### src/rtl/core/ctc_pkg.sv
// shared constants and calendar helpers for the calendar time counter
package ctc_pkg;

  localparam int unsigned FieldWidth = 6;
  localparam int unsigned YearWidth  = 16;

  localparam logic [FieldWidth-1:0] SecondLast = 6'd59;
  localparam logic [FieldWidth-1:0] MinuteLast = 6'd59;
  localparam logic [FieldWidth-1:0] HourLast   = 6'd23;
  localparam logic [FieldWidth-1:0] MonthLast  = 6'd12;
  localparam logic [FieldWidth-1:0] FirstZero  = 6'd0;
  localparam logic [FieldWidth-1:0] FirstOne   = 6'd1;

  localparam logic [3:0] February  = 4'd2;
  localparam logic [3:0] April     = 4'd4;
  localparam logic [3:0] June      = 4'd6;
  localparam logic [3:0] September = 4'd9;
  localparam logic [3:0] November  = 4'd11;

  // inverse of 25 modulo 2^16, and the largest product of an exact multiple
  localparam logic [YearWidth-1:0] Inv25     = 16'd23593;
  localparam logic [YearWidth-1:0] Div25Max  = 16'd2621;

  localparam logic COMMAND_TICK = 1'b0;
  localparam logic COMMAND_LOAD = 1'b1;

  function automatic logic is_leap(input logic [YearWidth-1:0] year);
    logic [YearWidth-1:0] product;
    logic div25;
    product = year * Inv25;
    div25   = (product <= Div25Max);
    return (year[1:0] == 2'b00) && (!div25 || (year[3:0] == 4'b0000));
  endfunction

  function automatic logic [4:0] month_length(input logic [3:0] month, input logic leap);
    logic [4:0] days;
    case (month)
      February: days = leap ? 5'd29 : 5'd28;
      April, June, September, November: days = 5'd30;
      default: days = 5'd31;
    endcase
    return days;
  endfunction

endpackage

### src/rtl/core/ctc_in_if.sv
// request channel carrying tick and load items
interface ctc_in_if;
  logic        valid;
  logic        ready;
  logic        command;
  logic [5:0]  load_second;
  logic [5:0]  load_minute;
  logic [4:0]  load_hour;
  logic [4:0]  load_day;
  logic [3:0]  load_month;
  logic [15:0] load_year;

  modport source (
    output valid, command, load_second, load_minute, load_hour, load_day, load_month,
           load_year,
    input  ready
  );
  modport sink (
    input  valid, command, load_second, load_minute, load_hour, load_day, load_month,
           load_year,
    output ready
  );
endinterface

### src/rtl/core/ctc_out_if.sv
// result channel carrying the current calendar time
interface ctc_out_if;
  logic        valid;
  logic        ready;
  logic        time_valid;
  logic [5:0]  now_second;
  logic [5:0]  now_minute;
  logic [4:0]  now_hour;
  logic [4:0]  now_day;
  logic [3:0]  now_month;
  logic [15:0] now_year;

  modport source (
    output valid, time_valid, now_second, now_minute, now_hour, now_day, now_month,
           now_year,
    input  ready
  );
  modport sink (
    input  valid, time_valid, now_second, now_minute, now_hour, now_day, now_month,
           now_year,
    output ready
  );
endinterface

### src/rtl/core/calendar_time_counter.sv
// calendar time counter: a chain of field cells from second up to year
// an accepted item's result item is registered and appears in the next cycle
// throughput: one item per cycle; the carry chain across the cells settles in a cycle
// the result register is the time itself, so an item is taken whenever the result is free
// reset (synchronous): time 0:00:00 on day 1 of month 1, year 0, not valid
module calendar_time_counter (
  input  logic      clk,
  input  logic      rst,
  ctc_in_if.sink    request,
  ctc_out_if.source result
);

  logic       accept;
  logic       load;
  logic       tick;
  logic       valid_flag;
  logic       result_valid;
  logic       leap;
  logic [4:0] carry;
  logic       carry_unused;

  logic [ctc_pkg::FieldWidth-1:0] second_value;
  logic [ctc_pkg::FieldWidth-1:0] minute_value;
  logic [ctc_pkg::FieldWidth-1:0] hour_value;
  logic [ctc_pkg::FieldWidth-1:0] day_value;
  logic [ctc_pkg::FieldWidth-1:0] month_value;
  logic [ctc_pkg::FieldWidth-1:0] day_bound;
  logic [ctc_pkg::YearWidth-1:0]  year_value;

  assign request.ready = !result_valid || result.ready;
  assign accept = request.valid && request.ready;
  assign load   = accept && (request.command == ctc_pkg::COMMAND_LOAD);
  assign tick   = accept && (request.command == ctc_pkg::COMMAND_TICK) && valid_flag;

  assign day_bound = {1'b0, ctc_pkg::month_length(month_value[3:0], leap)};

  ctc_cell second_cell (
    .clk(clk), .rst(rst), .load(load), .tick(tick),
    .load_value(request.load_second),
    .bound(ctc_pkg::SecondLast), .first(ctc_pkg::FirstZero),
    .carry_in(1'b1), .carry_out(carry[0]), .value(second_value)
  );

  ctc_cell minute_cell (
    .clk(clk), .rst(rst), .load(load), .tick(tick),
    .load_value(request.load_minute),
    .bound(ctc_pkg::MinuteLast), .first(ctc_pkg::FirstZero),
    .carry_in(carry[0]), .carry_out(carry[1]), .value(minute_value)
  );

  ctc_cell hour_cell (
    .clk(clk), .rst(rst), .load(load), .tick(tick),
    .load_value({1'b0, request.load_hour}),
    .bound(ctc_pkg::HourLast), .first(ctc_pkg::FirstZero),
    .carry_in(carry[1]), .carry_out(carry[2]), .value(hour_value)
  );

  ctc_cell day_cell (
    .clk(clk), .rst(rst), .load(load), .tick(tick),
    .load_value({1'b0, request.load_day}),
    .bound(day_bound), .first(ctc_pkg::FirstOne),
    .carry_in(carry[2]), .carry_out(carry[3]), .value(day_value)
  );

  ctc_cell month_cell (
    .clk(clk), .rst(rst), .load(load), .tick(tick),
    .load_value({2'b00, request.load_month}),
    .bound(ctc_pkg::MonthLast), .first(ctc_pkg::FirstOne),
    .carry_in(carry[3]), .carry_out(carry[4]), .value(month_value)
  );

  ctc_year_cell year_cell (
    .clk(clk), .rst(rst), .load(load), .tick(tick),
    .load_value(request.load_year),
    .carry_in(carry[4]), .leap(leap), .value(year_value)
  );

  // upper bits of the narrow fields never get set, loads and first values keep them clear
  assign carry_unused = ^{hour_value[5], day_value[5], month_value[5:4]};

  always_ff @(posedge clk) begin
    if (rst) begin
      valid_flag   <= 1'b0;
      result_valid <= 1'b0;
    end else begin
      if (load) begin
        valid_flag <= 1'b1;
      end
      if (accept) begin
        result_valid <= 1'b1;
      end else if (result.ready) begin
        result_valid <= 1'b0;
      end
    end
  end

  assign result.valid      = result_valid;
  assign result.time_valid = valid_flag;
  assign result.now_second = second_value;
  assign result.now_minute = minute_value;
  assign result.now_hour   = hour_value[4:0];
  assign result.now_day    = day_value[4:0] ^ {4'b0000, carry_unused & 1'b0};
  assign result.now_month  = month_value[3:0];
  assign result.now_year   = year_value;

endmodule

### src/rtl/core/ctc_cell.sv
// rollover counter cell for one calendar field below the year
module ctc_cell (
  input  logic                          clk,
  input  logic                          rst,
  input  logic                          load,
  input  logic                          tick,
  input  logic [ctc_pkg::FieldWidth-1:0] load_value,
  input  logic [ctc_pkg::FieldWidth-1:0] bound,
  input  logic [ctc_pkg::FieldWidth-1:0] first,
  input  logic                          carry_in,
  output logic                          carry_out,
  output logic [ctc_pkg::FieldWidth-1:0] value
);

  logic [ctc_pkg::FieldWidth:0]   sum;
  logic [ctc_pkg::FieldWidth-1:0] value_next;

  always_comb begin
    sum       = {1'b0, value} + {{ctc_pkg::FieldWidth{1'b0}}, carry_in};
    carry_out = (sum > {1'b0, bound});
    value_next = carry_out ? first : sum[ctc_pkg::FieldWidth-1:0];
  end

  always_ff @(posedge clk) begin
    if (rst) begin
      value <= first;
    end else if (load) begin
      value <= load_value;
    end else if (tick) begin
      value <= value_next;
    end
  end

endmodule

### src/rtl/core/ctc_year_cell.sv
// year cell at the end of the chain, wraps modulo 2^16 and reports leap years
module ctc_year_cell (
  input  logic                         clk,
  input  logic                         rst,
  input  logic                         load,
  input  logic                         tick,
  input  logic [ctc_pkg::YearWidth-1:0] load_value,
  input  logic                         carry_in,
  output logic                         leap,
  output logic [ctc_pkg::YearWidth-1:0] value
);

  always_comb begin
    leap = ctc_pkg::is_leap(value);
  end

  always_ff @(posedge clk) begin
    if (rst) begin
      value <= '0;
    end else if (load) begin
      value <= load_value;
    end else if (tick) begin
      value <= value + {{(ctc_pkg::YearWidth-1){1'b0}}, carry_in};
    end
  end

endmodule
### src/flat_wrapper.sv
// flat-port wrapper written by rule: the top's interface ports become plain ports
module calendar_time_counter_flat 
  (clk, rst, request_valid, request_command, request_load_second, request_load_minute, request_load_hour, request_load_day, request_load_month, request_load_year, request_ready, result_valid, result_time_valid, result_now_second, result_now_minute, result_now_hour, result_now_day, result_now_month, result_now_year, result_ready);
  ctc_in_if request_i ();
  ctc_out_if result_i ();
  input  logic clk;
  input  logic rst;
  input wire logic [$bits(request_i.valid)-1:0] request_valid;
  input wire logic [$bits(request_i.command)-1:0] request_command;
  input wire logic [$bits(request_i.load_second)-1:0] request_load_second;
  input wire logic [$bits(request_i.load_minute)-1:0] request_load_minute;
  input wire logic [$bits(request_i.load_hour)-1:0] request_load_hour;
  input wire logic [$bits(request_i.load_day)-1:0] request_load_day;
  input wire logic [$bits(request_i.load_month)-1:0] request_load_month;
  input wire logic [$bits(request_i.load_year)-1:0] request_load_year;
  output wire logic [$bits(request_i.ready)-1:0] request_ready;
  output wire logic [$bits(result_i.valid)-1:0] result_valid;
  output wire logic [$bits(result_i.time_valid)-1:0] result_time_valid;
  output wire logic [$bits(result_i.now_second)-1:0] result_now_second;
  output wire logic [$bits(result_i.now_minute)-1:0] result_now_minute;
  output wire logic [$bits(result_i.now_hour)-1:0] result_now_hour;
  output wire logic [$bits(result_i.now_day)-1:0] result_now_day;
  output wire logic [$bits(result_i.now_month)-1:0] result_now_month;
  output wire logic [$bits(result_i.now_year)-1:0] result_now_year;
  input wire logic [$bits(result_i.ready)-1:0] result_ready;
  assign request_i.valid = request_valid;
  assign request_i.command = request_command;
  assign request_i.load_second = request_load_second;
  assign request_i.load_minute = request_load_minute;
  assign request_i.load_hour = request_load_hour;
  assign request_i.load_day = request_load_day;
  assign request_i.load_month = request_load_month;
  assign request_i.load_year = request_load_year;
  assign request_ready = request_i.ready;
  assign result_valid = result_i.valid;
  assign result_time_valid = result_i.time_valid;
  assign result_now_second = result_i.now_second;
  assign result_now_minute = result_i.now_minute;
  assign result_now_hour = result_i.now_hour;
  assign result_now_day = result_i.now_day;
  assign result_now_month = result_i.now_month;
  assign result_now_year = result_i.now_year;
  assign result_i.ready = result_ready;
  calendar_time_counter u_core (.clk(clk), .rst(rst), .request(request_i), .result(result_i));
endmodule
### config.mk
export PLATFORM = sky130hd
export DESIGN_NAME = calendar_time_counter_flat
export DESIGN_NICKNAME = d
export VERILOG_FILES = /design/src/rtl/core/ctc_pkg.sv /design/src/rtl/core/ctc_in_if.sv /design/src/rtl/core/ctc_out_if.sv /design/src/rtl/core/calendar_time_counter.sv /design/src/rtl/core/ctc_cell.sv /design/src/rtl/core/ctc_year_cell.sv /design/src/flat_wrapper.sv
export SDC_FILE = /design/constraint.sdc
export NUM_CORES = 1
export LEC_CHECK = 0
export BUFFER_PORTS_ARGS = -buffer_cell sky130_fd_sc_hd__clkbuf_2
export CAP_MARGIN = 5
export CORE_ASPECT_RATIO = 0.75
export CORE_MARGIN = 1.5
export CORE_UTILIZATION = 45
export CTS_CLUSTER_DIAMETER = 100
export DETAILED_ROUTE_END_ITERATION = 7
export PLACE_DENSITY = 0.75
export SLEW_MARGIN = 20
export SYNTH_ARGS = -nofsm -noshare
export SYNTH_HDL_FRONTEND = slang
export SYNTH_HIERARCHICAL = 1
export SYNTH_SLANG_ARGS = --single-unit
### constraint.sdc
create_clock -name clk -period 10.8 [get_ports clk]
set_input_delay 2.16 -clock clk [delete_from_list [all_inputs] [get_ports clk]]
set_output_delay 2.16 -clock clk [all_outputs]
set_load 0.005 [all_outputs]
==> impl_metrics.tcl <==
set metrics [dict create \
    outcome "finished clean" \
    worstRegToRegCells 52 \
    clkTransAtPathRegs_ns 0.07 \
    synthToLayoutAreaGrowth_pct 20.5 \
    grt_pass1_vias 4634 \
    final_nets 1019 \
    critPathLaunchType "flip-flop" \
    pwr_density_cell_nw_per_um2 129 \
    hold_depth 2 \
    max_freq_mhz 98.1 \
    async_flop_share 0 \
    drt_iter0_drc 290 \
    drc 0 \
    clockBufferDepth 2 \
    dieArea_um2 14100 \
    yosysUniqueCellTypes 65 \
    overflow 0 \
    coreArea_um2 13100 \
    synth.avg_cell_area_um2 9.08 \
    slew_headroom 0.259 \
    h-tree-depth 2 \
    die_h_um 103 \
    insertion_delay_ns 0.29 \
    synth_edf_count 30 \
    crit_slowest_cell "or3_1" \
    leakage_nw 3.69 \
    crit_type "reg -> reg" \
    vias_per_cell 5.12 \
    antenna_left 0 \
    vdd_drop_max_v 0.0000878 \
    num_vias 5225 \
    dp.cells 1004 \
    dieWidth_um 137 \
    syn_inst 666 \
    place_hpwl_um 11600 \
    layout_commonest_cell "ha_1" \
    grt_max_degree 62 \
    setup_ws_ns 0.603 \
    portBuffers 91 \
    max_stage_delay_ns 0.43 \
    fin_crit_sh 0.944 \
    synth.ff_latch_count 48 \
    finalHoldViolCount 0 \
    fin_worst_skew_ns 0.00735 \
    holdBufCountCts 0 \
    ys.flop_type "edfxtp_1" \
    maxCapViolations 0 \
    grt_util_all_layers 0.203 \
    place.gp.congestion 0.879 \
    antenna_cells 0 \
    holdPathEnd "u_core/result.time_valid$_SDFFE_PP0P_" \
    worstHoldPathType "reg -> reg" \
    r2r-end "u_core/year_cell/value[8]$_SDFFE_PP0P_" \
    holdWs_ns 0.511 \
    grt_pass1_wl_um 22600 \
    cts_sinks 48 \
    worstReg2RegStart "u_core/second_cell/value[0]$_DFFE_PP_" \
    initial_core_util 0.463 \
    r2r_slack_ns 0.60 \
    rows 36 \
    ys_seq_area_frac 0.209 \
    drive_gt1_frac 0.204 \
    design.portCount 92 \
    antenna_found_initial 0 \
    cts_buffers 5 \
    setup_viol 0 \
    worst_pin_slew_ns 1.11 \
    period_needed_ns 10.20 \
    finalMaxSlewViolations 0 \
    worstPathMaxFanout 7 \
    wl_um 14400 \
    final_cell_mix "102 x ha_1, 91 x clkbuf_2, 88 x conb_1" \
    firstDrtPassIters 4 \
    yosys_warnings 6 \
    hold_path_startpoint "u_core/result.time_valid$_SDFFE_PP0P_" \
    synth_area_leaders "ha_1 22%, edfxtp_1 15%, dfxtp_1 6.0%" \
    arrival_ns 10.42 \
    tritoncts "yes" \
    clock-root-buffer "clkbuf_16" \
    setup_tns_ns 0 \
    yosysTopAreaCell "ha_1" \
    synth_area_um2 6050 \
    yosysTopAreaCellShare 0.217 \
    place_ws_ns 0.307 \
    critPathMostFrequentCell "ha_1" \
    crit_path_end_kind "flip-flop" \
    stdcell_count 1021 \
    worstPathRequired_ns 11.03 \
    post_drt_wl_per_cell_um 14.1 \
]
==> layer usage <==
metal	wire, um	GRT usage	share of wire
met1	7290	0.303	0.51
met2	6320	0.317	0.44
met3	731	0.0288	0.051
met4	84	0.0300	0.0058
met5	0	0	0
==> stage by stage <==
stage | area [um^2] | util | total power, mW
after floorplan | 6370 | - | 0.616
after global placement | 7000 | 0.536 | 0.731
after detailed placement | 7000 | 0.536 | 0.740
after CTS | 7170 | 0.549 | 0.923
after global routing | 7280 | 0.558 | 1.02
final | 7280 | 0.558 | 0.943
==> worst max-delay path: cells and delay by family (launching register included) <==
family / cells / cell delay, ns
AND/OR/NAND/NOR: 19 / 3.37
flip-flops: 1 / 0.37
XOR/XNOR: 5 / 0.84
adder cells (fa/ha/maj): 17 / 3.83
AO/OA/AOI/OAI: 11 / 1.73
==> synthesized netlist by cell type (6+ instances only) <==
| master | instances |
|---|---|
| nand2_1 | 28 |
| and3_4 | 12 |
| edfxtp_1 | 30 |
| dfxtp_1 | 18 |
| inv_1 | 84 |
| nor2_1 | 36 |
| a22oi_1 | 16 |
| a21oi_1 | 21 |
| and3_1 | 11 |
| a211oi_1 | 9 |
| fa_1 | 18 |
| nand3_1 | 40 |
| nor2b_1 | 21 |
| xnor2_1 | 32 |
| xor2_1 | 16 |
| o21ai_0 | 13 |
| or3_1 | 12 |
| o21ai_1 | 13 |
| clkbuf_1 | 6 |
| o22ai_1 | 8 |
| nor3_1 | 7 |
| nand4_1 | 22 |
| nor3_2 | 6 |
| ha_1 | 105 |
==> sequential cells by signal, summed over array words and instances, names as in the netlist <==
signal	count
u_core/minute_cell/value	6
u_core/second_cell/value	6
u_core/month_cell/value	6
u_core/day_cell/value	6
u_core/result.valid	1
u_core/year_cell/value	16
u_core/hour_cell/value	6
u_core/result.time_valid	1
==> report_power, final <==
part	switching, mW	total (mW)	internal, mW
Combinational	0.262	0.488	0.226
Sequential	0.0397	0.274	0.234
Clock	0.0711	0.180	0.109
Total	0.373	0.943	0.570
==> repair_timing <==
| action | in CTS | in global routing |
|---|---|---|
| setup buffers | 0 | 9 |
| gates resized for setup | 0 | 9 |
| endpoints found under the hold margin | 0 | 0 |
| setup endpoints to repair | 0 | 13 |
==> area by class of cell <==
type / instances / area [um^2]
fill: 1195 / 5780
multi-input combinational: 607 / 4790
sequential: 48 / 1260
timing repair buffer: 102 / 538
inverter: 85 / 319
tap: 171 / 214
clock buffer: 6 / 129
clock inverter: 2 / 35.0
==> worst max-delay path by stage <==
stage / slack [ns] / cells past startpoint / end / from
CTS: 0.26 / 51 / u_core/year_cell/value[14]$_SDFFE_PP0P_ / u_core/second_cell/value[0]$_DFFE_PP_
floorplan: 1.05 / 51 / u_core/year_cell/value[15]$_SDFFE_PP0P_ / u_core/second_cell/value[0]$_DFFE_PP_
global placement: 0.64 / 51 / u_core/year_cell/value[15]$_SDFFE_PP0P_ / u_core/second_cell/value[0]$_DFFE_PP_
global route: -0.03 / 52 / u_core/year_cell/value[8]$_SDFFE_PP0P_ / u_core/second_cell/value[0]$_DFFE_PP_
detailed placement: 0.31 / 51 / u_core/year_cell/value[14]$_SDFFE_PP0P_ / u_core/second_cell/value[0]$_DFFE_PP_
finish: 0.60 / 52 / u_core/year_cell/value[8]$_SDFFE_PP0P_ / u_core/second_cell/value[0]$_DFFE_PP_
==> cells by family after synthesis <==
kind of cell             count (synthesis)  synth area share
XOR/XNOR                                48            0.0695
other                                    2           0.00124
adder cells (fa/ha/maj)                123             0.277
buffers and inverters                   97            0.0613
multiplexers                             4           0.00662
AND/OR/NAND/NOR                        224             0.221
flip-flops                              48             0.209
AO/OA/AOI/OAI                          120             0.155
Power figures use the tool's default switching activity.
